[src/sv/renc_pkg.sv]
// Shared types and constants for the rotary encoder and push button decoder.
`default_nettype none

package renc_pkg;

    localparam int unsigned PosW     = 8;
    localparam int unsigned TimeW    = 32;
    localparam int unsigned LongW    = 16;
    localparam int unsigned DirW     = 2;
    localparam int unsigned CfgIdxW  = 2;
    localparam int unsigned CfgDataW = 16;

    // item kinds
    localparam logic KIND_SAMPLE = 1'b0;
    localparam logic KIND_LOAD   = 1'b1;

    // step direction codes
    localparam logic [DirW-1:0] DIR_NONE = 2'd0;
    localparam logic [DirW-1:0] DIR_CW   = 2'd1;
    localparam logic [DirW-1:0] DIR_CCW  = 2'd2;

    // configuration register indexes
    localparam logic [CfgIdxW-1:0] CFG_POS_MIN  = 2'd0;
    localparam logic [CfgIdxW-1:0] CFG_POS_MAX  = 2'd1;
    localparam logic [CfgIdxW-1:0] CFG_LONG_MS  = 2'd2;

    localparam logic [PosW-1:0]  POS_MIN_RST = 8'd0;
    localparam logic [PosW-1:0]  POS_MAX_RST = 8'd255;
    localparam logic [LongW-1:0] LONG_MS_RST = 16'd1000;

    typedef struct packed {
        logic             kind;
        logic             a_level;
        logic             b_level;
        logic             switch_level;
        logic [TimeW-1:0] now_ms;
        logic [PosW-1:0]  load_value;
        logic             restart_long;
    } t_in_item;

    typedef struct packed {
        logic [PosW-1:0]  position;
        logic [DirW-1:0]  direction;
        logic             button_held;
        logic             press_event;
        logic [TimeW-1:0] down_time;
        logic             long_press;
        logic             changed;
    } t_out_item;

    typedef struct packed {
        logic [PosW-1:0]  pos_min;
        logic [PosW-1:0]  pos_max;
        logic [LongW-1:0] long_ms;
    } t_cfg;

endpackage

`default_nettype wire

[src/sv/renc_in_reg.sv]
// Input register stage with pass-through ready.
`default_nettype none

module renc_in_reg
    import renc_pkg::*;
(
    input  wire logic     i_clk,
    input  wire logic     i_rst_n,
    input  wire logic     i_valid,
    input  wire t_in_item i_item,
    output logic          o_ready,
    output logic          o_valid,
    output t_in_item      o_item,
    input  wire logic     i_take
);

    logic     r_valid;
    t_in_item r_item;

    // slot frees up in the same cycle the decoder takes the held item
    assign o_ready = !r_valid || i_take;
    assign o_valid = r_valid;
    assign o_item  = r_item;

    always_ff @(posedge i_clk) begin
        if (!i_rst_n) begin
            r_valid <= 1'b0;
        end else if (o_ready) begin
            r_valid <= i_valid;
        end
    end

    always_ff @(posedge i_clk) begin
        if (i_valid && o_ready) begin
            r_item <= i_item;
        end
    end

endmodule

`default_nettype wire

[config.mk]
export PLATFORM = sky130hd
export DESIGN_NAME = renc_in_reg
export DESIGN_NICKNAME = d
export VERILOG_FILES = /design/src/sv/renc_pkg.sv /design/src/sv/renc_in_reg.sv
export SDC_FILE = /design/constraint.sdc
export NUM_CORES = 1
export LEC_CHECK = 0
export BUFFER_PORTS_ARGS = -buffer_cell sky130_fd_sc_hd__buf_2
export CAP_MARGIN = 25
export CORE_UTILIZATION = 40
export CTS_CLUSTER_SIZE = 25
export DETAILED_ROUTE_END_ITERATION = 6
export GPL_ROUTABILITY_DRIVEN = 0
export PLACE_DENSITY = 0.78
export SYNTH_ARGS = -nofsm -noshare
export SYNTH_HDL_FRONTEND = slang
export SYNTH_SLANG_ARGS = --single-unit
[constraint.sdc]
create_clock -name i_clk -period 1.65 [get_ports i_clk]
set_input_delay 0.2475 -clock i_clk [delete_from_list [all_inputs] [get_ports i_clk]]
set_output_delay 0.2475 -clock i_clk [all_outputs]
set_load 0.01 [all_outputs]
# After elaboration in Yosys (flattened, before gate mapping)
# Index checks and enable logic that the tools add are counted.
# op_classes
n_reduce_logical	3
# op_table
operator	n
$logic_and A1 B1 Y1	1
$logic_not A1 Y1	1
$logic_or A1 B1 Y1	1
# word_totals
out_inout_bits	47
word_cells	11
in_bits	49
regBits	46

# Depth between registers and ports, before layout
# logic_depth
word_depth	3
mapped_depth	2

# Worst setup path after synthesis
# OpenSTA, ideal clock, no wires.
# synth_path
path_kind	reg2reg
from	register r_valid, in the netlist o_valid
to	register r_item (netlist bit o_item[0]) (enable)
period_less_slack_ns	1.239
setup_ns	0.361
arrival_ns	0.878
stages_incl_launch_ff	3
setup_slack_ns	0.411
cell_sequence	dfxtp_1 nand2b_4 and2_4
# synth_via
elab_chain_cells	3
# synth_lines
item	line_no	source
start: declaration	renc_in_reg.sv:17	logic r_valid;
start signal: assignment	renc_in_reg.sv:29	r_valid <= i_valid;
$logic_not A1 Y1	renc_in_reg.sv:21	assign o_ready = !r_valid || i_take;
$logic_or A1 B1 Y1	renc_in_reg.sv:21	
via o_ready	renc_in_reg.sv:11	output logic o_ready,
$logic_and A1 B1 Y1	renc_in_reg.sv:34	if (i_valid && o_ready) begin
end signal: assignment	renc_in_reg.sv:35	r_item <= i_item;
end: declaration	renc_in_reg.sv:18	t_in_item r_item;
# The timed path passes the listed nets, and every way through them passes these cells.
# A chain may end at the register's enable or synchronous reset.

# Final worst setup path
# layout_path
from	register r_valid, in the netlist o_valid
to	register r_item (netlist bit o_item[21]) (enable)
# layout_via
elab_chain_cells	3
# layout_lines
item	line_no
$logic_not A1 Y1	renc_in_reg.sv:21
$logic_or A1 B1 Y1	renc_in_reg.sv:21
$logic_and A1 B1 Y1	renc_in_reg.sv:34
# Every way passes these cells.

==> results.rst <==
.. list-table::
   :header-rows: 1

   * - Metric
     - Value
   * - Result of the run
     - completed
   * - Worst Path Max Fanout
     - 36
   * - Ratio of cells with drive above 1 in the final layout
     - 0.695
   * - Post-synthesis cell count
     - 50
   * - Number of hold violations in the final report
     - 0
   * - Placement-stage worst setup slack
     - ~0.39 ns
   * - 1st-pass router iterations
     - 6
   * - Worst VDD drop
     - 0.701 mV
   * - Initial antenna violation count
     - 0
   * - Post-synthesis net count
     - between 90 and 100
   * - Setup crit end kind
     - flip-flop
   * - Total setup violations reported at the end of the flow
     - 0
   * - Mean routed wirelength per cell
     - about 13 µm
   * - Core box area
     - 3360 µm²
   * - Final wirelength
     - 2610 µm
   * - CP Launch Type
     - flip-flop
   * - Class of the worst hold path
     - input port to flip-flop
   * - Clk_skew
     - ~0.012 ns
   * - Number of top-level pins
     - 96
   * - Source-to-sink clock delay at the later pin of the worst-skew pair
     - approximately 0.36 ns
   * - Relative slew margins
     - 0.873
   * - Minimum clock period
     - roughly 1.2 ns
   * - Leading cell type in the layout, fill and taps excluded
     - sky130_fd_sc_hd__buf_2
   * - Buffer cell driving the clock tree root
     - sky130_fd_sc_hd__clkbuf_4
   * - Worst setup path class
     - flip-flop to flip-flop
   * - Clock tree from TritonCTS
     - built
   * - Max-cap violation count
     - 0
   * - Level count of the clock H-tree
     - 2
   * - Pin count of the biggest net entering global routing
     - 37
   * - Remaining global-route overflow
     - 0
   * - Syn avg cell area
     - 28.2 µm²
   * - Setup repair after global routing missed its margin
     - no
   * - Final-report max-slew violation count
     - 0
   * - Aggregate negative setup slack
     - 0 ns
   * - Die Area
     - roughly 3800 µm²
   * - Sequential share of the synthesized area
     - 0.973
   * - Total setup buffers inserted after CTS
     - 0
   * - Worst endpoint required time
     - about 1.7 ns
   * - Post-cts hold buffer count
     - 0
   * - Warning count from the yosys run
     - 0
   * - Initial core utilization
     - 0.419
   * - Post-Route Hold Slack
     - 0.0524 ns
   * - Area taken by flip-flops and latches
     - between 1000 and 1500 µm²
   * - Clock buffer count from CTS
     - 5
   * - Number of fillers in the final layout
     - between 200 and 300
   * - Residual antenna-violating net count after detailed routing
     - 0
   * - Routed via count divided by cell count
     - 4.26
   * - Maximum clock insertion buffer count
     - 2
   * - Highest Clock Rate
     - 811 MHz
   * - Slew at the pin closest to its max-slew limit
     - 0.190 ns
   * - Area Overhead vs Synth
     - 43.4%
   * - Antenna Diode Count
     - 0
   * - Die width
     - approximately 60 µm
   * - Leakage power summed over all cells
     - between 0.8 and 0.9 nW
   * - Setup slack of the critical path after layout
     - ~0.42 ns
   * - Routed vias
     - about 850
   * - Clock edge transition at the registers on the reported setup and hold paths
     - 0.14 ns
   * - Number of distinct library cells after synthesis
     - 6
   * - Commonest non-fill, non-tap cells in the layout
     - sky130_fd_sc_hd__buf_2 (95), sky130_fd_sc_hd__edfxtp_1 (45), sky130_fd_sc_hd__clkbuf_4 (5)
   * - Count of input and output buffers
     - 95
   * - Area of the multi-input gates
     - about 34 µm²
   * - Detailed Route Iter0 Violations
     - 19
   * - Instance count after placement with tap cells included
     - 192
   * - Cell row count
     - 21
   * - Cell Area, Synth
     - around 1400 µm²
   * - Yosys reg bits
     - 46
   * - Global-route wire length before repair
     - between 3000 and 4000 µm
   * - Worst Path Arrival
     - ~1.3 ns
   * - Via count of the first global-routing pass
     - a little over 800
   * - Vertical die dimension
     - approximately 61 µm
   * - Combined global-route utilization of all metal layers
     - 0.143
   * - Final std cells w/o fill
     - 200
   * - Residual DRC count
     - 0
   * - Number of nets in the layout
     - between 200 and 250
   * - Pwr per Cell Area
     - between 1000 and 1500 nW/µm²
   * - Number of sinks on the clock net
     - 46
   * - Post-CTS Resized
     - 0
   * - Final Cycle Share
     - 0.747
[through the flow]
stage	cell area, µm²	util	power [mW]
floorplan	1410	-	1.47
global placement	1960	0.583	1.59
detailed placement	1960	0.583	1.60
CTS	2020	0.601	2.12
global route	2020	0.601	2.18
finish	2020	0.601	2.10
[layout make-up]
type,instances,share of cell area
clock inverters,3,0.0105
flip-flops and latches,46,0.679
repair buffers,96,0.245
well taps,46,0.0285
inverters,1,0.00186
clock buffers,5,0.0186
multi-input cells,3,0.0167
[flip-flops by register name, indices dropped and copies added (netlist names)]
| name | cells |
|---|---|
| o_item | 45 |
| o_valid | 1 |
[worst max-delay path, cell delays in order, from the launching register on]
cell and delay, ns:
sky130_fd_sc_hd__dfxtp_1 0.37, sky130_fd_sc_hd__nand2b_4 0.09, sky130_fd_sc_hd__and2_4 0.24, sky130_fd_sc_hd__buf_12 0.24
[final timing paths]
path	startpoint	endpoint	slack, ns	cells past startpoint
worst max-delay path	o_valid$_SDFFE_PN0P_	o_item[21]$_DFFE_PP_	0.42	3
worst min-delay path	i_item[25]	o_item[25]$_DFFE_PP_	0.05	1
worst max register to register	o_valid$_SDFFE_PN0P_	o_item[21]$_DFFE_PP_	0.42	3
worst min register to register	o_valid$_SDFFE_PN0P_	o_valid$_SDFFE_PN0P_	0.53	2
[cells by family (layout without fill, tap and decap cells)]
| family | count (synthesis) | in the layout | synth area share |
|---|---|---|---|
| AND/OR/NAND/NOR | 2 | 2 | 0.0160 |
| buffers and inverters | 1 | 105 | 0.00266 |
| AO/OA/AOI/OAI | 1 | 1 | 0.00799 |
| flip-flops | 46 | 46 | 0.973 |
[power breakdown]
part	switching [mW]	leakage, nW	internal, mW
Clock	0.361	0.0312	0.166
Combinational	0.101	0.403	0.0930
Sequential	0.0165	0.444	1.36
Total	0.478	0.878	1.62
[Yosys cell counts, drive strengths merged]
library cell | number | share of area
dfxtp | 1 | 0.014
and2 | 1 | 0.0062
a21boi | 1 | 0.0080
inv | 1 | 0.0027
nand2b | 1 | 0.0098
edfxtp | 45 | 0.96
[routing by layer]
layer / share of wire / wire [µm] / global-route usage
met1: 0.37 / 969 / 0.150
met2: 0.50 / 1300 / 0.230
met3: 0.11 / 294 / 0.0756
met4: 0.015 / 40 / 0.0857
met5: 0 / 0 / 0
Note: power is estimated with default switching activity, not from simulation.
