--- src/sv/renc_pkg.sv ---
// Shared types and constants for the rotary encoder and push button decoder.
`default_nettype none

package renc_pkg;

    localparam int unsigned PosW     = 8;
    localparam int unsigned TimeW    = 32;
    localparam int unsigned LongW    = 16;
    localparam int unsigned DirW     = 2;
    localparam int unsigned CfgIdxW  = 2;
    localparam int unsigned CfgDataW = 16;

    // item kinds
    localparam logic KIND_SAMPLE = 1'b0;
    localparam logic KIND_LOAD   = 1'b1;

    // step direction codes
    localparam logic [DirW-1:0] DIR_NONE = 2'd0;
    localparam logic [DirW-1:0] DIR_CW   = 2'd1;
    localparam logic [DirW-1:0] DIR_CCW  = 2'd2;

    // configuration register indexes
    localparam logic [CfgIdxW-1:0] CFG_POS_MIN  = 2'd0;
    localparam logic [CfgIdxW-1:0] CFG_POS_MAX  = 2'd1;
    localparam logic [CfgIdxW-1:0] CFG_LONG_MS  = 2'd2;

    localparam logic [PosW-1:0]  POS_MIN_RST = 8'd0;
    localparam logic [PosW-1:0]  POS_MAX_RST = 8'd255;
    localparam logic [LongW-1:0] LONG_MS_RST = 16'd1000;

    typedef struct packed {
        logic             kind;
        logic             a_level;
        logic             b_level;
        logic             switch_level;
        logic [TimeW-1:0] now_ms;
        logic [PosW-1:0]  load_value;
        logic             restart_long;
    } t_in_item;

    typedef struct packed {
        logic [PosW-1:0]  position;
        logic [DirW-1:0]  direction;
        logic             button_held;
        logic             press_event;
        logic [TimeW-1:0] down_time;
        logic             long_press;
        logic             changed;
    } t_out_item;

    typedef struct packed {
        logic [PosW-1:0]  pos_min;
        logic [PosW-1:0]  pos_max;
        logic [LongW-1:0] long_ms;
    } t_cfg;

endpackage

`default_nettype wire

--- src/sv/renc_decode.sv ---
// Encoder and switch state, per-item decode logic and result register.
`default_nettype none

module renc_decode
    import renc_pkg::*;
(
    input  wire logic     i_clk,
    input  wire logic     i_rst_n,
    input  wire t_cfg     i_cfg,
    input  wire logic     i_valid,
    input  wire t_in_item i_item,
    output logic          o_take,
    output logic          o_valid,
    output t_out_item     o_item,
    input  wire logic     i_ready
);

    logic             r_last_a;
    logic             r_last_sw;
    logic             r_held;
    logic [TimeW-1:0] r_start;
    logic [PosW-1:0]  r_pos;
    logic             r_out_valid;
    t_out_item        r_out;

    logic             n_last_a;
    logic             n_last_sw;
    logic             n_held;
    logic [TimeW-1:0] n_start;
    logic [PosW-1:0]  n_pos;
    t_out_item        n_out;

    logic [TimeW-1:0] start_sw;
    logic [TimeW-1:0] long_deadline;
    logic             is_long;
    logic             take;

    assign take    = i_valid && (!r_out_valid || i_ready);
    assign o_take  = take;
    assign o_valid = r_out_valid;
    assign o_item  = r_out;

    always_comb begin
        n_last_a              = r_last_a;
        n_last_sw             = r_last_sw;
        n_held                = r_held;
        n_pos                 = r_pos;
        start_sw              = r_start;
        n_out.direction       = DIR_NONE;
        n_out.press_event     = 1'b0;
        n_out.changed         = 1'b0;

        if (i_item.kind == KIND_LOAD) begin
            n_pos = i_item.load_value;
        end else begin
            if (i_item.switch_level != r_last_sw) begin
                if (i_item.switch_level) begin
                    n_held   = 1'b1;
                    start_sw = i_item.now_ms;
                end else begin
                    n_held            = 1'b0;
                    n_out.press_event = 1'b1;
                    start_sw          = '0;
                end
                n_last_sw     = i_item.switch_level;
                n_out.changed = 1'b1;
            end
            if (!r_last_a && i_item.a_level) begin
                // B low on rising A: clockwise, count down
                if (!i_item.b_level) begin
                    if (r_pos > i_cfg.pos_min) begin
                        n_pos           = r_pos - PosW'(1);
                        n_out.direction = DIR_CW;
                    end
                end else begin
                    if (r_pos < i_cfg.pos_max) begin
                        n_pos           = r_pos + PosW'(1);
                        n_out.direction = DIR_CCW;
                    end
                end
                n_out.changed = 1'b1;
            end
            n_last_a = i_item.a_level;
        end

        // timing uses the press start after the switch update, before restart
        long_deadline     = start_sw + {{(TimeW-LongW){1'b0}}, i_cfg.long_ms};
        is_long           = long_deadline < i_item.now_ms;
        n_out.down_time   = i_item.now_ms - start_sw;
        n_out.long_press  = is_long;
        n_start           = (is_long && i_item.restart_long) ? i_item.now_ms : start_sw;
        n_out.position    = n_pos;
        n_out.button_held = n_held;
    end

    always_ff @(posedge i_clk) begin
        if (!i_rst_n) begin
            r_last_a    <= 1'b0;
            r_last_sw   <= 1'b0;
            r_held      <= 1'b0;
            r_start     <= '0;
            r_pos       <= '0;
            r_out_valid <= 1'b0;
        end else begin
            if (take) begin
                r_last_a    <= n_last_a;
                r_last_sw   <= n_last_sw;
                r_held      <= n_held;
                r_start     <= n_start;
                r_pos       <= n_pos;
                r_out_valid <= 1'b1;
            end else if (i_ready) begin
                r_out_valid <= 1'b0;
            end
        end
    end

    always_ff @(posedge i_clk) begin
        if (take) begin
            r_out <= n_out;
        end
    end

endmodule

`default_nettype wire

--- config.mk ---
export PLATFORM = sky130hd
export DESIGN_NAME = renc_decode
export DESIGN_NICKNAME = d
export VERILOG_FILES = /design/src/sv/renc_pkg.sv /design/src/sv/renc_decode.sv
export SDC_FILE = /design/constraint.sdc
export NUM_CORES = 1
export LEC_CHECK = 0
export ABC_AREA = 1
export BUFFER_PORTS_ARGS = -buffer_cell sky130_fd_sc_hd__buf_2
export CORE_UTILIZATION = 59
export DETAILED_ROUTE_END_ITERATION = 8
export PLACE_DENSITY_LB_ADDON = 0.05
export SYNTH_ARGS = -nofsm -noshare
export SYNTH_HDL_FRONTEND = slang
export SYNTH_SLANG_ARGS = --single-unit
--- constraint.sdc ---
create_clock -name i_clk -period 6.6 [get_ports i_clk]
set_clock_uncertainty 0.1 [all_clocks]
set_input_delay 0.99 -clock i_clk [delete_from_list [all_inputs] [get_ports i_clk]]
set_output_delay 0.99 -clock i_clk [all_outputs]
set_load 0.01 [all_outputs]
# [After elaboration in Yosys (flattened, before gate mapping)]
# Cells that the tools add are included.
[totals] latchBits=0 regBits=90 mem_count=0 ramBits=0 wordCells=55 rom_bits=0 in_bits=81
[classes] n_reduce_logical=11 n_bitwise=3 mux=20 n_lt_le_gt_ge=3 multipliers=0 div_mod_pow=0 n_addsub=4 n_eq_ne=1 shift=0
[ops] op="32-bit 2-to-1 mux" n=4
[ops] op="8-bit 2-to-1 mux" n=5
[ops] op="32-bit by 16-bit adder with 32-bit output" n=1
[ops] op="32-bit less-than comparator" n=1
[ops] op="32-bit subtractor" n=1
[ops] op="1-bit 2-to-1 mux" n=9
[ops] op="8-bit by 1-bit adder with 8-bit output (second input constant)" n=1
[ops] op="8-bit greater-than comparator" n=1
[ops] op="8-bit less-than comparator" n=1
[ops] op="8-bit by 1-bit subtractor with 8-bit output (second input constant)" n=1
[ops] op="2-bit 2-to-1 mux" n=2
[ops] op="2-bit OR reduction" n=2
[ops] op="1-bit logical AND" n=3
[ops] op="1-bit inverter" n=3
[ops] op="3-bit AND reduction" n=1
[ops] op="1-bit logical NOT" n=2
[ops] op="2-bit AND reduction" n=1
[ops] op="2-bit nonzero test" n=1
[ops] op="1-bit logical OR" n=1
[ops] op="1-bit inequality test" n=1

# [Logic depth before layout (Yosys ltp)]
[logic_depth] depth_word=7 mapped_depth=36 depth_no_buf=31

# [Worst setup path after synthesis]
# No wires, ideal clock.
[synth_path] path_type="input to register" startpoint="input port i_item[44] (netlist name)" endpoint="register r_start[12]" path_slack_ns=1.332 arrival_time_ns=5.036 cell_stages=33 cell_sequence="buf_4 -> inv_2 -> nand3_2 -> buf_6 -> buf_8 -> buf_6 -> buf_2 -> a21oi_1 -> inv_1 -> ha_1 -> fa_1 -> nand3_1 -> nand2_1 -> a21oi_1 -> inv_1 -> nand2_1 -> nand2_1 -> nand2_1 -> nand2_1 -> nand3_1 -> nor2_1 -> xor2_1 -> ha_1 -> nand2_1 -> nor2_1 -> nand4_1 -> nor4_1 -> nand2_1 -> nand3_1 -> buf_2 -> nand2_1 -> nand3_1 -> a21oi_1"
[synth_via] elab_chain_len=5
[synth_lines] element="start, declared" line="renc_decode.sv:11" rtl="input wire t_in_item i_item,"
[synth_lines] element="32-bit 2-to-1 mux (*)" line="renc_decode.sv:53" rtl="if (i_item.kind == KIND_LOAD) begin"
[synth_lines] element="32-bit by 16-bit adder with 32-bit output" line="renc_decode.sv:87" rtl="long_deadline = start_sw + {{(TimeW-LongW){1'b0}}, i_cfg.long_ms};"
[synth_lines] element="32-bit less-than comparator" line="renc_decode.sv:88" rtl="is_long = long_deadline < i_item.now_ms;"
[synth_lines] element="1-bit logical AND" line="renc_decode.sv:91" rtl="n_start = (is_long && i_item.restart_long) ? i_item.now_ms : start_sw;"
[synth_lines] element="32-bit 2-to-1 mux (*)" line="renc_decode.sv:91"
[synth_lines] element="end signal, assigned" line="renc_decode.sv:109" rtl="r_start <= n_start;"
[synth_lines] element="end, declared" line="renc_decode.sv:21" rtl="logic [TimeW-1:0] r_start;"
# Mark *: on every way between the ends. The rest lies on a longest branch, timed or not.
# A chain may end at the register's enable or synchronous reset.

# [Worst setup path in the final report]
[layout_path] startpoint="input port i_item[44] (netlist name)" endpoint="register r_start[2]"
# The elaborated chain is that of the path after synthesis.

==> summary.md <==
| Metric | Value |
|---|---|
| Commonest non-fill, non-tap cell in the layout | nand2_1 |
| Sw frac | 37.18% |
| Hold path endpoint | r_last_a |
| Die Y-Extent | 122.5 um |
| Register-to-register setup slack | 1.42 ns |
| HP Class | register to register |
| Post-synth EDFFs | 46 |
| Routed WL per cell | 15.71 um |
| Final estimated routing congestion in global placement | 0.9793 |
| Main combinational cell family by area after synthesis | simple AND/OR/NAND/NOR gates |
| Router iterations before antenna repair | 5 |
| Slowest stage cell, crit path | nand3_2 |
| Fillers | 1284 |
| CP most frequent cell | nand2_1 |
| Synth top area cells | edfxtp_1 (16%), ha_1 (14%), nand2_1 (13%) |
| Clock Path Buffers | 2 |
| Post-CTS sizing | 0 |
| Multi-input logic area | 5409 sq um |
| CTS buffer count | 9 |
| Sink Count | 90 |
| Flops & latches, synth | 90 |
| Place WS | 0.4929 ns |
| Post-Synth Adder-Cell Area | 14.48% |
| Compound-cell area share of the yosys netlist | 13.56% |
| Global routing usage on met1 | 47.34% |
| IO Pins | 129 |
| Routed vias | 8724 |
| Period utilisation layout | 87.90% |
| Vias per inst | 5.669 |
| CTS tree | built |
| Final nets | 1533 |
| Met2 usage | 50.21% |
| Share of layout cells above drive strength 1 | 13.83% |
| Area Overhead vs Synth | 12.67% |
| Mapped Area | 8573 sq um |
| Run status | finished, final reports clean |
| Syn_nets | 1420 |
| Nature of the critical path endpoint | register |
| TNS Setup | 0 ns |
| Cell count of the worst reg-to-reg path | 27 |
| YS warnings | 0 |
| R2r startpoint | r_last_sw |
| WP data required | 6.71 ns |
| Clk network pwr share | 28.7% |
| Switch Pwr | 767.8 uW |
| DRT iter0 DRCs | 769 |
| Setup CP Type | input port to register |
| Synth Flop Type | edfxtp_1 |
| Power Dens Cells | 213.8 nW/um^2 |
| Distinct cells, synth | 45 |
| Critical Path AT | 5.91 ns |
| Average cell area after synthesis | 6.908 sq um |
| Final setup violation count | 0 |
| Final antenna-violating net count | 0 |
| Die width | 122.5 um |
| Seq/Total Area, Yosys | 26.39% |
| Final Worst Setup Slack | 0.7987 ns |
| Internal Power | 1.298 mW |
| Post-DP HPWL | 18470 um |
| Max-cap viol count | 0 |
| Total die area | 15020 sq um |
| Worst Path Buf+Inv | 5 |
| Clock transition at path regs | 0.07 ns |
| GRT Total Usage | 33.33% |
| Maximum VDD drop | 0.0001505 V |
| Vias in the first global route | 7846 |
| Clock network latency to the later pin of the worst-skew pair | 0.36 ns |
| Smallest hold slack | 0.3554 ns |
| Core area | 14040 sq um |
| Xor/xnor share of the synthesized area | 5.721% |
| Startpoint types | input port |
| Worst Hold Depth | 2 |
| Crit-path max cell delay | 0.44 ns |
| Synth area leader | edfxtp_1 |
| Layer with the highest usage | met2 |
| P_leak | 5.040 nW |
| Cts hold-fix bufs | 0 |
| Reg2reg end | r_start[2] |
| Post-Synth Simple-Gate Area | 29.31% |
| Gr ovfl total | 0 |
| Post-route minimum period | 5.801 ns |
| N_diodes | 0 |
| Asr flop ratio synth | 0% |
| Root Driver | clkbuf_16 |
| Combinational share of power | 37.5% |
| Initial antenna violation count | 0 |
| Global-route wire length before repair | 38740 um |
| Storage cell area | 2262 sq um |
| Post-synthesis cell count | 1241 |
| Post-CTS Setup Inserts | 0 |
| I/O Buffers | 128 |
| Multiplexer share of the synthesized area | 0% |
| Relative slew slack | 24.76% |
| Largest net degree at the start of global routing | 92 |
| Kind of cell adding the most delay to the critical path | simple AND/OR/NAND/NOR gates |
| Final Hold Fails | 0 |
| Crit-path max FO | 21 |
| Worst-Margin Slew | 1.129 ns |
| Starting Density | 61.05% |
| GR met3 Demand/Resource | 5.994% |
| Post-Route WL | 24180 um |
| Seq pwr share | 33.8% |
| Commonest non-fill, non-tap cells in the layout | nand2_1 (294), inv_1 (182), a21oi_1 (131), buf_2 (128), nand3_1 (102) |
| Unrepaired setup endpoints after global routing | no |
| Remaining DRCs | 0 |
| Yosys top cell area share | 16.11% |
| # H-tree levels | 3 |
| Min-delay src | r_last_a |
| FP Rows | 43 |
| Final slew viol count | 0 |
| F_max | 172.4 MHz |
cells by family (layout without fill, tap and decap cells):
group / after synthesis / count (layout)
AOI/OAI and AO/OA: 209 / 209
xor gates and xnor gates: 56 / 56
adders and majority gates: 98 / 98
buffers and inverters: 226 / 344
DFF: 90 / 90
and+or+nand+nor: 562 / 562
worst max-delay path by stage:
stage	from	slack [ns]	to	cells past startpoint
after floorplan	i_item[44]	1.33	r_start[12]	33
after detailed placement	i_item[44]	0.49	r_start[29]	27
after global placement	i_item[41]	0.59	r_start[1]	29
after CTS	i_item[44]	0.87	r_start[29]	27
final	i_item[44]	0.80	r_start[2]	27
after global routing	i_item[44]	0.35	r_start[29]	27
synth_stat cells, types with 3 or more instances:
master / n
a21oi_1: 131
xnor2_1: 11
buf_2: 7
ha_1: 96
buf_6: 4
a21o_1: 8
inv_1: 182
clkbuf_1: 20
nand2_1: 294
inv_2: 6
xor2_1: 45
o21bai_1: 7
nand2_2: 11
edfxtp_1: 46
nand4_1: 51
nor2_1: 59
nor4_1: 5
buf_1: 4
nor3_2: 3
o21a_1: 5
o21ai_0: 41
dfxtp_1: 44
nand3_1: 102
nor3_1: 27
a31oi_1: 5
flip-flops by register name, summed over array words and instances (netlist names):
name and flops:
o_valid 1, r_start 32, r_pos 8, r_last_a 1, o_item 46, r_held 1
r_last_sw 1
per-stage QoR:
step / instances / util (%) / cell area (sq um) / power (mW)
after CTS: 1539 / 68.79 / 9659 / 2.061
after global placement: 1523 / 66.46 / 9333 / 1.458
after global routing: 1539 / 68.79 / 9659 / 2.190
after floorplan: 1241 / - / 8573 / 1.253
final: 1539 / 68.79 / 9659 / 2.065
after detailed placement: 1523 / 66.46 / 9333 / 1.469
layout make-up:
cell class	count	area share, %
Tap cell	180	2.332
Multi-Input combinational cell	925	56.00
Clock buffer	11	2.513
Sequential cell	90	23.42
Clock inverter	5	0.8679
Timing Repair Buffer	139	7.487
Inverter	189	7.383
power groups by stage:
stage	combinational [mW]	sequential [mW]	clock (mW)
2_1_floorplan	0.524	0.729	0
3_3_place_gp	0.750	0.708	0
3_5_place_dp	0.759	0.710	0
4_1_cts	0.765	0.698	0.598
5_1_grt	0.872	0.705	0.612
6_report	0.775	0.697	0.593
layer usage:
layer	vias up	wire length (um)
met2	419	10310
met4	0	590
li1	4380	-
met5	-	0
met3	39	2344
met1	3886	10930
worst min-delay path, stage by stage, from the launching register on:
cell     delay [ns]
dfxtp_1        0.30
inv_1          0.06
a21oi_1        0.06
Note: power is estimated with default switching activity, not from simulation.
