--- src/sv/renc_pkg.sv ---
// Shared types and constants for the rotary encoder and push button decoder.
`default_nettype none

package renc_pkg;

    localparam int unsigned PosW     = 8;
    localparam int unsigned TimeW    = 32;
    localparam int unsigned LongW    = 16;
    localparam int unsigned DirW     = 2;
    localparam int unsigned CfgIdxW  = 2;
    localparam int unsigned CfgDataW = 16;

    // item kinds
    localparam logic KIND_SAMPLE = 1'b0;
    localparam logic KIND_LOAD   = 1'b1;

    // step direction codes
    localparam logic [DirW-1:0] DIR_NONE = 2'd0;
    localparam logic [DirW-1:0] DIR_CW   = 2'd1;
    localparam logic [DirW-1:0] DIR_CCW  = 2'd2;

    // configuration register indexes
    localparam logic [CfgIdxW-1:0] CFG_POS_MIN  = 2'd0;
    localparam logic [CfgIdxW-1:0] CFG_POS_MAX  = 2'd1;
    localparam logic [CfgIdxW-1:0] CFG_LONG_MS  = 2'd2;

    localparam logic [PosW-1:0]  POS_MIN_RST = 8'd0;
    localparam logic [PosW-1:0]  POS_MAX_RST = 8'd255;
    localparam logic [LongW-1:0] LONG_MS_RST = 16'd1000;

    typedef struct packed {
        logic             kind;
        logic             a_level;
        logic             b_level;
        logic             switch_level;
        logic [TimeW-1:0] now_ms;
        logic [PosW-1:0]  load_value;
        logic             restart_long;
    } t_in_item;

    typedef struct packed {
        logic [PosW-1:0]  position;
        logic [DirW-1:0]  direction;
        logic             button_held;
        logic             press_event;
        logic [TimeW-1:0] down_time;
        logic             long_press;
        logic             changed;
    } t_out_item;

    typedef struct packed {
        logic [PosW-1:0]  pos_min;
        logic [PosW-1:0]  pos_max;
        logic [LongW-1:0] long_ms;
    } t_cfg;

endpackage

`default_nettype wire

--- src/sv/renc_cfg_regs.sv ---
// Configuration registers: position limits and long press time.
`default_nettype none

module renc_cfg_regs
    import renc_pkg::*;
(
    input  wire logic                i_clk,
    input  wire logic                i_rst_n,
    input  wire logic                i_valid,
    input  wire logic [CfgIdxW-1:0]  i_index,
    input  wire logic [CfgDataW-1:0] i_data,
    output logic                     o_ready,
    output t_cfg                     o_cfg
);

    t_cfg r_cfg;

    assign o_ready = 1'b1;
    assign o_cfg   = r_cfg;

    always_ff @(posedge i_clk) begin
        if (!i_rst_n) begin
            r_cfg.pos_min <= POS_MIN_RST;
            r_cfg.pos_max <= POS_MAX_RST;
            r_cfg.long_ms <= LONG_MS_RST;
        end else if (i_valid) begin
            case (i_index)
                CFG_POS_MIN: r_cfg.pos_min <= i_data[PosW-1:0];
                CFG_POS_MAX: r_cfg.pos_max <= i_data[PosW-1:0];
                CFG_LONG_MS: r_cfg.long_ms <= i_data[LongW-1:0];
                default: ;
            endcase
        end
    end

endmodule

`default_nettype wire

--- config.mk ---
export PLATFORM = sky130hd
export DESIGN_NAME = renc_cfg_regs
export DESIGN_NICKNAME = d
export VERILOG_FILES = /design/src/sv/renc_pkg.sv /design/src/sv/renc_cfg_regs.sv
export SDC_FILE = /design/constraint.sdc
export NUM_CORES = 1
export LEC_CHECK = 0
export BUFFER_PORTS_ARGS = -buffer_cell sky130_fd_sc_hd__buf_2
export CAP_MARGIN = 10
export CORE_ASPECT_RATIO = 1.75
export CORE_UTILIZATION = 42
export DETAILED_ROUTE_END_ITERATION = 6
export MAX_ROUTING_LAYER = met4
export PLACE_DENSITY = 0.74
export SLEW_MARGIN = 20
export SYNTH_ARGS = -nofsm -noshare
export SYNTH_HDL_FRONTEND = slang
export SYNTH_SLANG_ARGS = --single-unit
--- constraint.sdc ---
create_clock -name i_clk -period 0.8 [get_ports i_clk]
set_input_delay 0.04 -clock i_clk [delete_from_list [all_inputs] [get_ports i_clk]]
set_output_delay 0.04 -clock i_clk [all_outputs]
set_load 0.1 [all_outputs]
* After elaboration in Yosys (flattened, before gate mapping)
Cells that the tools add are included.
** Storage, ports and cells
- Output and inout bits :: 33
- Word-level logic and storage cells :: 9
- Input bits :: 21
- Register bits :: 32
** Operators by class
- Equality and inequality tests :: 2
- Reduce and logical (&&, ||, !) cells :: 4
** Operator list (number)
- AND reduction 2 bit :: 3
- == test 2 x 1 -> 1 bit (second input constant) :: 1
- == test 2 bit (second input constant) :: 1
- zero test 2 bit :: 1

* Longest topological paths before layout
Gate-level depths: netlist (run 1).
- Depth after elaboration :: 2
- Mapped depth :: 5
- Gate-level depth less buffers :: 2

* Least setup slack after synthesis (run 1)
No wires, ideal clock.
- Path kind :: reg-to-reg
- From :: reg, netlist name o_cfg[16]
- To :: reg r_cfg, in the netlist o_cfg[16]
- Required time :: 0.721 ns
- Arrival time :: 1.186 ns
- Slack :: -0.465 ns
- Buffers on the path :: 0
- Library setup time :: 0.079 ns
- Stages on the path, launching flop included :: 3
- Cell sequence :: dfxtp_1 -> inv_1 -> o211ai_1
** RTL lines
- end, declared :: RTL line renc_cfg_regs.sv:16 : t_cfg r_cfg;

* Worst setup path after layout (run 1)
- From :: reg r_cfg, in the netlist o_cfg[20]
- To :: out o_cfg[20] (netlist bit)
** RTL lines
- end, declared :: RTL line renc_cfg_regs.sv:13 : output t_cfg o_cfg
No word-level cell between the ends.

==> results of run 1 <==
-- worst paths after layout --
check / start / to / slack [ps] / cells past startpoint
min: i_data[14] / o_cfg[14]$_SDFFE_PN0P_ / 6 / 3
min reg2reg: o_cfg[4]$_SDFFE_PN0P_ / o_cfg[4]$_SDFFE_PN0P_ / 490 / 2
max reg2reg: o_cfg[18]$_SDFFE_PN1P_ / o_cfg[18]$_SDFFE_PN1P_ / 50 / 3
max: o_cfg[20]$_SDFFE_PN1P_ / o_cfg[20] / -50 / 1
-- cells in the mapped netlist (2+ instances only) --
master	count
sky130_fd_sc_hd__dfxtp_1	32
sky130_fd_sc_hd__nand2_1	32
sky130_fd_sc_hd__mux2i_1	26
sky130_fd_sc_hd__nor2b_1	12
sky130_fd_sc_hd__clkbuf_1	6
sky130_fd_sc_hd__inv_1	6
sky130_fd_sc_hd__nand4b_1	6
sky130_fd_sc_hd__o211ai_1	6
sky130_fd_sc_hd__buf_6	3
sky130_fd_sc_hd__and3b_1	2
sky130_fd_sc_hd__buf_2	2
sky130_fd_sc_hd__buf_4	2
-- routing by layer --
layer	up-vias	track usage
met5	-	-
met4	0	0.0818
met3	7	0.0612
met2	51	0.437
met1	561	0.209
li1	584	-
-- cells by family after synthesis --
group | share of synthesized area
compound gates | 0.0333
buf+inv | 0.0915
flops | 0.473
mux | 0.192
other cells | 0.00277
simple gates | 0.207
-- power by group through the flow --
stage               Combinational [mW]  Clock [mW]  Sequential [mW]
finish                            1.07        1.16             1.66
global route                      1.11        1.25             1.67
CTS                               1.08        1.19             1.66
detailed placement                1.04           0             1.70
global placement                  1.02           0             1.70
floorplan                        0.231           0             2.11
-- per-stage QoR --
stage | utilization | hold WS, ps
after floorplan | - | 172
final | 0.816 | 6.31
after global placement | 0.765 | 283
after CTS | 0.816 | 5.66
after global routing | 0.816 | 11.2
after detailed placement | 0.765 | 295
-- layout make-up --
cell class | count | area, sq um | area share
Timing Repair Buffer | 72 | 931 | 0.381
Sequential cell | 32 | 761 | 0.312
Clock buffer | 7 | 76.3 | 0.0313
Inverter | 6 | 22.5 | 0.00923
Multi-Input combinational cell | 87 | 594 | 0.243
Tap cell | 42 | 52.6 | 0.0215
Clock inverter | 1 | 3.75 | 0.00154
-- layout by cell type (no fill, tap or decap) --
| master | count |
|---|---|
| sky130_fd_sc_hd__buf_12 | 35 |
| sky130_fd_sc_hd__inv_2 | 5 |
| sky130_fd_sc_hd__dlygate4sd3_1 | 1 |
| sky130_fd_sc_hd__o211ai_1 | 6 |
| sky130_fd_sc_hd__nand4b_1 | 6 |
| sky130_fd_sc_hd__inv_1 | 1 |
| sky130_fd_sc_hd__nor3b_2 | 1 |
| sky130_fd_sc_hd__nor2b_1 | 12 |
| sky130_fd_sc_hd__and3b_1 | 2 |
| sky130_fd_sc_hd__conb_1 | 1 |
| sky130_fd_sc_hd__clkbuf_1 | 2 |
| sky130_fd_sc_hd__dfxtp_4 | 32 |
| sky130_fd_sc_hd__mux2i_1 | 26 |
| sky130_fd_sc_hd__clkinv_1 | 1 |
| sky130_fd_sc_hd__nand2_1 | 32 |
| sky130_fd_sc_hd__nand3b_1 | 1 |
| sky130_fd_sc_hd__buf_2 | 20 |
| sky130_fd_sc_hd__buf_4 | 16 |
| sky130_fd_sc_hd__clkbuf_8 | 5 |
-- timing repair --
| action | in CTS | in global routing |
|---|---|---|
| endpoints found under the hold margin | 1 | 0 |
| buffers inserted | 8 | 0 |
| hold buffers | 1 | 0 |
| resized for setup | 0 | 0 |
| setup endpoints to repair | 32 | 32 |
==> qor.txt, run 1 <==
STATUS
----------------------------------------------------------------------------------
Status .............................................................. complete, but fails checks
Violated checks ..................................................... negative setup slack

FLOORPLANNING
----------------------------------------------------------------------------------
Ports placed on the boundary ........................................           54
Floorplan die height ................................................      77.1 um
Core region area ....................................................   2990 sq um
Cell Rows ...........................................................           26
Die width ...........................................................      44.9 um
Initial Utilization .................................................        0.452
Floorplan die area ..................................................   3460 sq um

TIMING
----------------------------------------------------------------------------------
Post-route minimum period ...........................................       854 ps
Total Negative Setup Slacks .........................................     -1390 ps
Max Clk Rate ........................................................     1170 MHz
Setup repair after global routing missed its margin .................         true
Worst path setup slack after routing ................................     -54.1 ps
Final hold violations ...............................................            0
Largest clock skew in the final design ..............................         0 ps
Final setup viols ...................................................           32
Max-slew violations .................................................            0
Post-route clock period utilization .................................         1.07

YOSYS
----------------------------------------------------------------------------------
Synth Net Count .....................................................          160
Number of enable-type register cells in the synthesized netlist .....            0
Commonest register cell after synthesis ............................. sky130_fd_sc_hd__dfxtp_1
Cell types occupying the most area after synthesis .................. sky130_fd_sc_hd__dfxtp_1, sky130_fd_sc_hd__mux2i_1, sky130_fd_sc_hd__nand2_1, sky130_fd_sc_hd__nor2b_1, sky130_fd_sc_hd__nand4b_1
Synth top area share ................................................        0.473
Async set-or-reset flop fraction in the synthesized netlist .........            0
Instance count of the mapped netlist ................................          139
Summed instance area of the synthesized netlist .....................   1350 sq um
Number of distinct library cells after synthesis ....................           16
Mean instance size in the synthesized netlist .......................   9.74 sq um
Share of synthesized area occupied by flip-flops and latches ........        0.473
Total of flip-flops plus latches after synthesis ....................           32
Synthesis Warnings ..................................................            0
Cell type with the largest total area after synthesis ............... sky130_fd_sc_hd__dfxtp_1

SETUP PATH
----------------------------------------------------------------------------------
Cells traversed along the worst timing path .........................       buf_12
Critical Path Slowest Stage Cell .................................... sky130_fd_sc_hd__dfxtp_4
Critical path buffers and inverters .................................            1
Largest fanout on the critical path .................................            2
CP top delay family .................................................   flip-flops
Kind of start point of the critical path ............................     register
Crit path required time .............................................       760 ps
Kind of critical path ............................................... register to output port
Largest stage delay on the critical path ............................       370 ps
Data arrival time of the worst path .................................       810 ps
Category of the worst setup path capture point ......................  output port

PLACEMENT
----------------------------------------------------------------------------------
HPWL after DPL ......................................................      2.78 mm
Placed Instances ....................................................          230
Count of input and output buffers ...................................           52
Global placer's final weighted congestion ...........................        0.771
Area of placed instances ............................................   2290 sq um
Place WS ............................................................      -138 ps

PWR
----------------------------------------------------------------------------------
Power, Total ........................................................      3.89 mW
Leakage power of the design .........................................      1.03 nW
Clock share of power ................................................        0.298
PD cells ............................................................ 1590 nW/um^2
Sequential group share of total power ...............................        0.427
Internal power component ............................................      2.61 mW
Share of total power in combinational logic .........................        0.275
Maximum resistive drop on vdd .......................................      1640 uV
Net load switching power ............................................      1.28 mW
Fraction of power spent switching nets ..............................        0.329

CLOCK TREE
----------------------------------------------------------------------------------
Cell at the root of the clock tree .................................. sky130_fd_sc_hd__clkbuf_8
CTS tree ............................................................        built
Clock-pin slew on the worst setup and hold paths ....................        60 ps
TritonCTS Buffers ...................................................            5
H-tree depth ........................................................            2
Clock sinks .........................................................           32
Clock latency reported for the late side of the worst-skew pair .....       280 ps
Number of buffers on the longest clock path .........................            2

DRT
----------------------------------------------------------------------------------
Final routed wirelength across all metal layers .....................      3.56 mm
Met2 wirelength from detailed routing ...............................      2.15 mm
Sum of met3 wire segment lengths after detailed routing .............       148 um
Violation count after the first detailed-routing iteration ..........           42
Wire per inst .......................................................      14.4 um
Detailed Routing Iterations Pass 1 ..................................            4
Top routing layer in use ............................................         met4
Vias per inst .......................................................         4.87
Via count ...........................................................         1203
Post-route DRC ......................................................            0
Routed length on met1 ...............................................      1.23 mm
Antenna Nets Post-Route .............................................            0

GRT
----------------------------------------------------------------------------------
Overall routing resource usage ......................................        0.233
Wire length of the first global-routing pass ........................      5.79 mm
Number of antenna violations at the first check in global routing ...            0
Via count of the first global-routing pass ..........................         1289
Largest net degree at the start of global routing ...................           24
Leftover overflow at the end of global routing ......................            0

FINAL LAYOUT
----------------------------------------------------------------------------------
Layout overhead on the synthesized area .............................        80.3%
Total inserted antenna cells ........................................            0
Fill cell instance count of the final layout ........................          198
Final Cell Area .....................................................   2440 sq um
Final Net Count .....................................................          225
Flip-flop count of the largest register, all copies and words added .           32
Non-filler instance count after layout ..............................          247
Share of post-route cells with drive strength above 1 ...............        0.556

MIN PATH
----------------------------------------------------------------------------------
HP Class ............................................................ primary input to register

JOB
----------------------------------------------------------------------------------
Max Cap Viol ........................................................            0

Note: power is estimated with default switching activity, not from simulation.
==> run 2: changes to the inputs <==
--- a/constraint.sdc
+++ b/constraint.sdc
@@ -3,2 +3,2 @@
 set_output_delay 0.04 -clock i_clk [all_outputs]
-set_load 0.1 [all_outputs]
+set_load 0.005 [all_outputs]
==> qor.txt, run 2 (synthesized netlist as in run 1, its figures left out) <==
STATUS
----------------------------------------------------------------------------------
Status ..............................................................    completed

DRT
----------------------------------------------------------------------------------
Antenna Nets Post-Route .............................................            0
Violation count after the first detailed-routing iteration ..........           11
Detailed Routing Iterations Pass 1 ..................................            4
Via count ...........................................................         1136
Wire per inst .......................................................      13.0 um
Vias per inst .......................................................         4.75
Post-route DRC ......................................................            0
Final routed wirelength across all metal layers .....................      3.10 mm

FLOORPLANNING
----------------------------------------------------------------------------------
Core region area ....................................................   2990 sq um
Initial Utilization .................................................        0.452
Floorplan die height ................................................      77.1 um
Cell Rows ...........................................................           26
Ports placed on the boundary ........................................           54
Die width ...........................................................      44.9 um
Floorplan die area ..................................................   3460 sq um

PWR
----------------------------------------------------------------------------------
Maximum resistive drop on vdd .......................................      1670 uV
Power, Total ........................................................      3.61 mW
Share of total power in combinational logic .........................        0.108
Internal power component ............................................      2.78 mW
Leakage power of the design .........................................     0.849 nW
Net load switching power ............................................     0.828 mW
Fraction of power spent switching nets ..............................        0.229
Sequential group share of total power ...............................        0.467
PD cells ............................................................ 1990 nW/um^2
Clock share of power ................................................        0.425

CLOCK TREE
----------------------------------------------------------------------------------
Number of post-CTS setup repair buffers .............................            0
CTS tree ............................................................        built
Clock-pin slew on the worst setup and hold paths ....................        70 ps
H-tree depth ........................................................            2
Clock latency reported for the late side of the worst-skew pair .....       280 ps
Post-cts hold buffer count ..........................................            0
Cell at the root of the clock tree .................................. sky130_fd_sc_hd__clkbuf_8
Number of buffers on the longest clock path .........................            2
Clock sinks .........................................................           32
TritonCTS Buffers ...................................................            5

TIMING
----------------------------------------------------------------------------------
Post-route minimum period ...........................................       776 ps
Setup repair after global routing missed its margin .................        false
Final hold slack ....................................................      6.18 ps
Post-route clock period utilization .................................        0.970
Final hold violations ...............................................            0
Max-slew violations .................................................            0
Final setup viols ...................................................            0
Max Clk Rate ........................................................     1290 MHz
Worst path setup slack after routing ................................      24.0 ps
Total Negative Setup Slacks .........................................         0 ps
Largest clock skew in the final design ..............................         0 ps

PLACEMENT
----------------------------------------------------------------------------------
Global placer's final weighted congestion ...........................        0.761
Place WS ............................................................      -111 ps
HPWL after DPL ......................................................      2.34 mm
Count of input and output buffers ...................................           52

SETUP PATH
----------------------------------------------------------------------------------
Cells traversed along the worst timing path .........................        buf_2
Critical path buffers and inverters .................................            1
Kind of start point of the critical path ............................     register
Largest fanout on the critical path .................................            2
Critical Path Slowest Stage Cell .................................... sky130_fd_sc_hd__dfxtp_1
Largest stage delay on the critical path ............................       340 ps
Category of the worst setup path capture point ......................  output port
CP top delay family .................................................   flip-flops
Kind of critical path ............................................... register to output port
Data arrival time of the worst path .................................       740 ps
Crit path required time .............................................       760 ps

GRT
----------------------------------------------------------------------------------
Wire length of the first global-routing pass ........................      5.04 mm
Overall routing resource usage ......................................        0.202
Met1 capacity usage during global routing ...........................        0.203
Leftover overflow at the end of global routing ......................            0
Largest net degree at the start of global routing ...................           31
Met2 track demand over resource .....................................        0.341
Most used routing layer .............................................         met2
Fraction of met3 tracks used by global routing ......................       0.0424
Number of antenna violations at the first check in global routing ...            0
Via count of the first global-routing pass ..........................         1169

FINAL LAYOUT
----------------------------------------------------------------------------------
Flip-flop count of the largest register, all copies and words added .           32
Final Net Count .....................................................          217
Layout overhead on the synthesized area .............................        34.2%
Most common cell after layout, fill and taps aside .................. sky130_fd_sc_hd__buf_2
Most frequent cells in the layout ................................... sky130_fd_sc_hd__buf_2, sky130_fd_sc_hd__nand2_1, sky130_fd_sc_hd__mux2i_1, sky130_fd_sc_hd__dfxtp_1, sky130_fd_sc_hd__nor2b_1
Total inserted antenna cells ........................................            0
Fill cell instance count of the final layout ........................          286
Share of post-route cells with drive strength above 1 ...............        0.401

JOB
----------------------------------------------------------------------------------
Max Cap Viol ........................................................            0

MIN PATH
----------------------------------------------------------------------------------
HP Class ............................................................ primary input to register

## run 2: path summary, 6_finish.rpt
path	start	end	slack, ps	cells after the start
max	o_cfg[0]$_SDFFE_PN0P_	o_cfg[0]	20	1
min	i_data[12]	o_cfg[12]$_SDFFE_PN0P_	6	3
max reg2reg	o_cfg[7]$_SDFFE_PN1P_	o_cfg[7]$_SDFFE_PN1P_	180	2
min reg2reg	o_cfg[2]$_SDFFE_PN0P_	o_cfg[2]$_SDFFE_PN0P_	460	2
## run 2: timing repair
item | CTS | global route
setup endpoints to repair | 2 | 4
pin swaps | 0 | 0
resized for setup | 2 | 4
## run 2: power groups by stage
stage / Clock, mW / Combinational [mW] / Sequential, mW
after detailed placement: 0 / 0.388 / 1.72
after global placement: 0 / 0.376 / 1.72
after global routing: 1.61 / 0.425 / 1.69
after floorplan: 0 / 0.211 / 1.73
final: 1.53 / 0.389 / 1.69
after CTS: 1.55 / 0.391 / 1.69
## run 2: layout make-up
type / count / area [sq um] / area share
clock buffers: 5 / 68.8 / 0.0379
flip-flops and latches: 32 / 648 / 0.357
repair buffers: 64 / 388 / 0.213
well taps: 42 / 52.6 / 0.0289
multi-input cells: 87 / 594 / 0.327
clock inverters: 3 / 42.5 / 0.0234
inverters: 6 / 22.5 / 0.0124
## run 2: routing by layer
layer	share of wire	routed length, um	up-vias
met5	0	0	-
met4	0.024	74	0
met2	0.55	1720	32
met3	0.041	128	7
met1	0.38	1180	533
li1	-	-	564
## run 2: stage by stage
stage | instance area [sq um] | instances | util
6_report | 1820 | 239 | 0.607
5_1_grt | 1820 | 239 | 0.607
4_1_cts | 1810 | 239 | 0.605
3_5_place_dp | 1700 | 231 | 0.567
3_3_place_gp | 1700 | 231 | 0.567
2_1_floorplan | 1360 | 139 | -
==> run 3: changes to the inputs <==
GPL_ROUTABILITY_DRIVEN = 0   (was unset)
REMOVE_ABC_BUFFERS = 1   (was unset)
==> qor.txt, run 3 (synthesized netlist as in run 1, its figures left out) <==
SETUP PATH
----------------------------------------------------------------------------------
Reg-to-reg slack, setup .............................................       140 ps
Cells traversed along the worst timing path .........................        buf_2
Critical register-to-register path endpoint ......................... o_cfg[5]$_SDFFE_PN1P_
Reg-to-Reg Start .................................................... o_cfg[5]$_SDFFE_PN1P_
Critical Path Slowest Stage Cell .................................... sky130_fd_sc_hd__dfxtp_2
Critical path buffers and inverters .................................            1
Crit path required time .............................................       760 ps
Kind of critical path ............................................... register to output port
Largest stage delay on the critical path ............................       330 ps
CP top delay family .................................................   flip-flops
Number of cells traversed by the worst register-to-register path ....            2
Data arrival time of the worst path .................................       740 ps
Kind of start point of the critical path ............................     register
Largest fanout on the critical path .................................            2
Category of the worst setup path capture point ......................  output port

MIN PATH
----------------------------------------------------------------------------------
HP Class ............................................................ primary input to register
Hold path startpoint ................................................   i_data[15]
Worst hold path cell count ..........................................            3
Capture endpoint of the worst hold path ............................. o_cfg[15]$_SDFFE_PN0P_

DRT
----------------------------------------------------------------------------------
Violation count after the first detailed-routing iteration ..........           24
Antenna Nets Post-Route .............................................            0
Via count ...........................................................         1145
Vias per inst .......................................................         4.73
Post-route DRC ......................................................            0
Final routed wirelength across all metal layers .....................      3.14 mm
Wire per inst .......................................................      13.0 um
Detailed Routing Iterations Pass 1 ..................................            4

FINAL LAYOUT
----------------------------------------------------------------------------------
Most common cell after layout, fill and taps aside .................. sky130_fd_sc_hd__buf_2
Final Cell Area .....................................................   1850 sq um
Final Net Count .....................................................          220
Share of post-route cells with drive strength above 1 ...............        0.445
Most frequent cells in the layout ................................... sky130_fd_sc_hd__buf_2, sky130_fd_sc_hd__nand2_1, sky130_fd_sc_hd__mux2i_1, sky130_fd_sc_hd__dfxtp_2
Flip-flop count of the largest register, all copies and words added .           32
Non-filler instance count after layout ..............................          242
Total inserted antenna cells ........................................            0
Layout overhead on the synthesized area .............................        37.0%
Fill cell instance count of the final layout ........................          274

TIMING
----------------------------------------------------------------------------------
Final setup viols ...................................................            0
Max-slew violations .................................................            0
Worst path setup slack after routing ................................      24.2 ps
Post-route clock period utilization .................................        0.970
Final hold violations ...............................................            0
Largest clock skew in the final design ..............................         0 ps
Post-route minimum period ...........................................       776 ps
Setup repair after global routing missed its margin .................        false
Max Clk Rate ........................................................     1290 MHz

PLACEMENT
----------------------------------------------------------------------------------
HPWL after DPL ......................................................      2.28 mm
Area of placed instances ............................................   1680 sq um
Placed Instances ....................................................          229
Place WS ............................................................     -97.2 ps
Count of input and output buffers ...................................           52

JOB
----------------------------------------------------------------------------------
Max Cap Viol ........................................................            0

CLOCK TREE
----------------------------------------------------------------------------------
Clock-pin slew on the worst setup and hold paths ....................        70 ps
TritonCTS Buffers ...................................................            5
CTS tree ............................................................        built
H-tree depth ........................................................            2
Cell at the root of the clock tree .................................. sky130_fd_sc_hd__clkbuf_8
Clock sinks .........................................................           32
Number of buffers on the longest clock path .........................            2
Number of post-CTS setup repair buffers .............................            0
Clock latency reported for the late side of the worst-skew pair .....       280 ps

GRT
----------------------------------------------------------------------------------
Overall routing resource usage ......................................        0.214
Via count of the first global-routing pass ..........................         1205
Leftover overflow at the end of global routing ......................            0
Met1 capacity usage during global routing ...........................        0.195
Fraction of met3 tracks used by global routing ......................       0.0729
Wire length of the first global-routing pass ........................      5.25 mm
Number of antenna violations at the first check in global routing ...            0
Largest net degree at the start of global routing ...................           36
Met2 track demand over resource .....................................        0.371
Most used routing layer .............................................         met2

FLOORPLANNING
----------------------------------------------------------------------------------
Floorplan die height ................................................      77.1 um
Core region area ....................................................   2990 sq um
Floorplan die area ..................................................   3460 sq um
Ports placed on the boundary ........................................           54
Cell Rows ...........................................................           26
Die width ...........................................................      44.9 um
Initial Utilization .................................................        0.452

PWR
----------------------------------------------------------------------------------
Leakage power of the design .........................................     0.853 nW
Maximum resistive drop on vdd .......................................      1520 uV
PD cells ............................................................ 1820 nW/um^2
Power, Total ........................................................      3.38 mW

STATUS
----------------------------------------------------------------------------------
Status ..............................................................    completed

==> run 3: report_power, final <==
group	internal (mW)	total [mW]	leakage [nW]	switching (mW)
sequential	1.66	1.69	0.263	0.0299
clock	0.701	1.29	0.0455	0.587
combinational	0.217	0.403	0.544	0.186
==> run 3: final cells by class <==
cell class / instances / area, sq um / share of cell area
Timing Repair Buffer: 67 / 429 / 0.231
Multi-Input combinational cell: 87 / 594 / 0.321
Clock buffer: 8 / 90.1 / 0.0486
Inverter: 6 / 22.5 / 0.0121
Tap cell: 42 / 52.6 / 0.0283
Sequential cell: 32 / 666 / 0.359
==> run 3: worst register-to-register path, delay by kind of cell (launching register included) <==
family,cells,cell delay (ps)
multiplexers,1,100
flip-flops,1,310
AND/OR/NAND/NOR,1,130
==> run 3: routing by layer <==
metal	part of all wire	vias to the layer above	wire length, um
li1	-	573	-
met1	0.36	530	1140
met2	0.57	37	1780
met3	0.048	5	150
met4	0.018	0	57
met5	0	-	0
==> run 3: worst max path at each step <==
stage,start,end,slack (ps),cells past startpoint
2_1_floorplan,i_index[1],o_cfg[24]$_SDFFE_PN0P_,-480,2
3_3_place_gp,i_index[0],o_cfg[4]$_SDFFE_PN0P_,-40,4
3_5_place_dp,i_index[0],o_cfg[1]$_SDFFE_PN0P_,-100,4
4_1_cts,o_cfg[11]$_SDFFE_PN0P_,o_cfg[11],3,1
5_1_grt,o_cfg[0]$_SDFFE_PN0P_,o_cfg[0],2,1
6_report,o_cfg[25]$_SDFFE_PN0P_,o_cfg[25],20,1
==> run 3: timing repair <==
item,in CTS,in global routing
gates resized for setup,3,18
endpoints found under the hold margin,5,0
endpoints found under the setup margin,3,18
hold buffers,5,0
==> run 3: through the flow <==
| step | util | setup TNS (ps) | hold slack (ps) |
|---|---|---|---|
| floorplan | - | -4470 | 129 |
| global placement | 0.562 | -393 | 287 |
| detailed placement | 0.562 | -1500 | 294 |
| CTS | 0.610 | 0 | 0.271 |
| global route | 0.620 | 0 | 9.16 |
| finish | 0.620 | 0 | 2.21 |
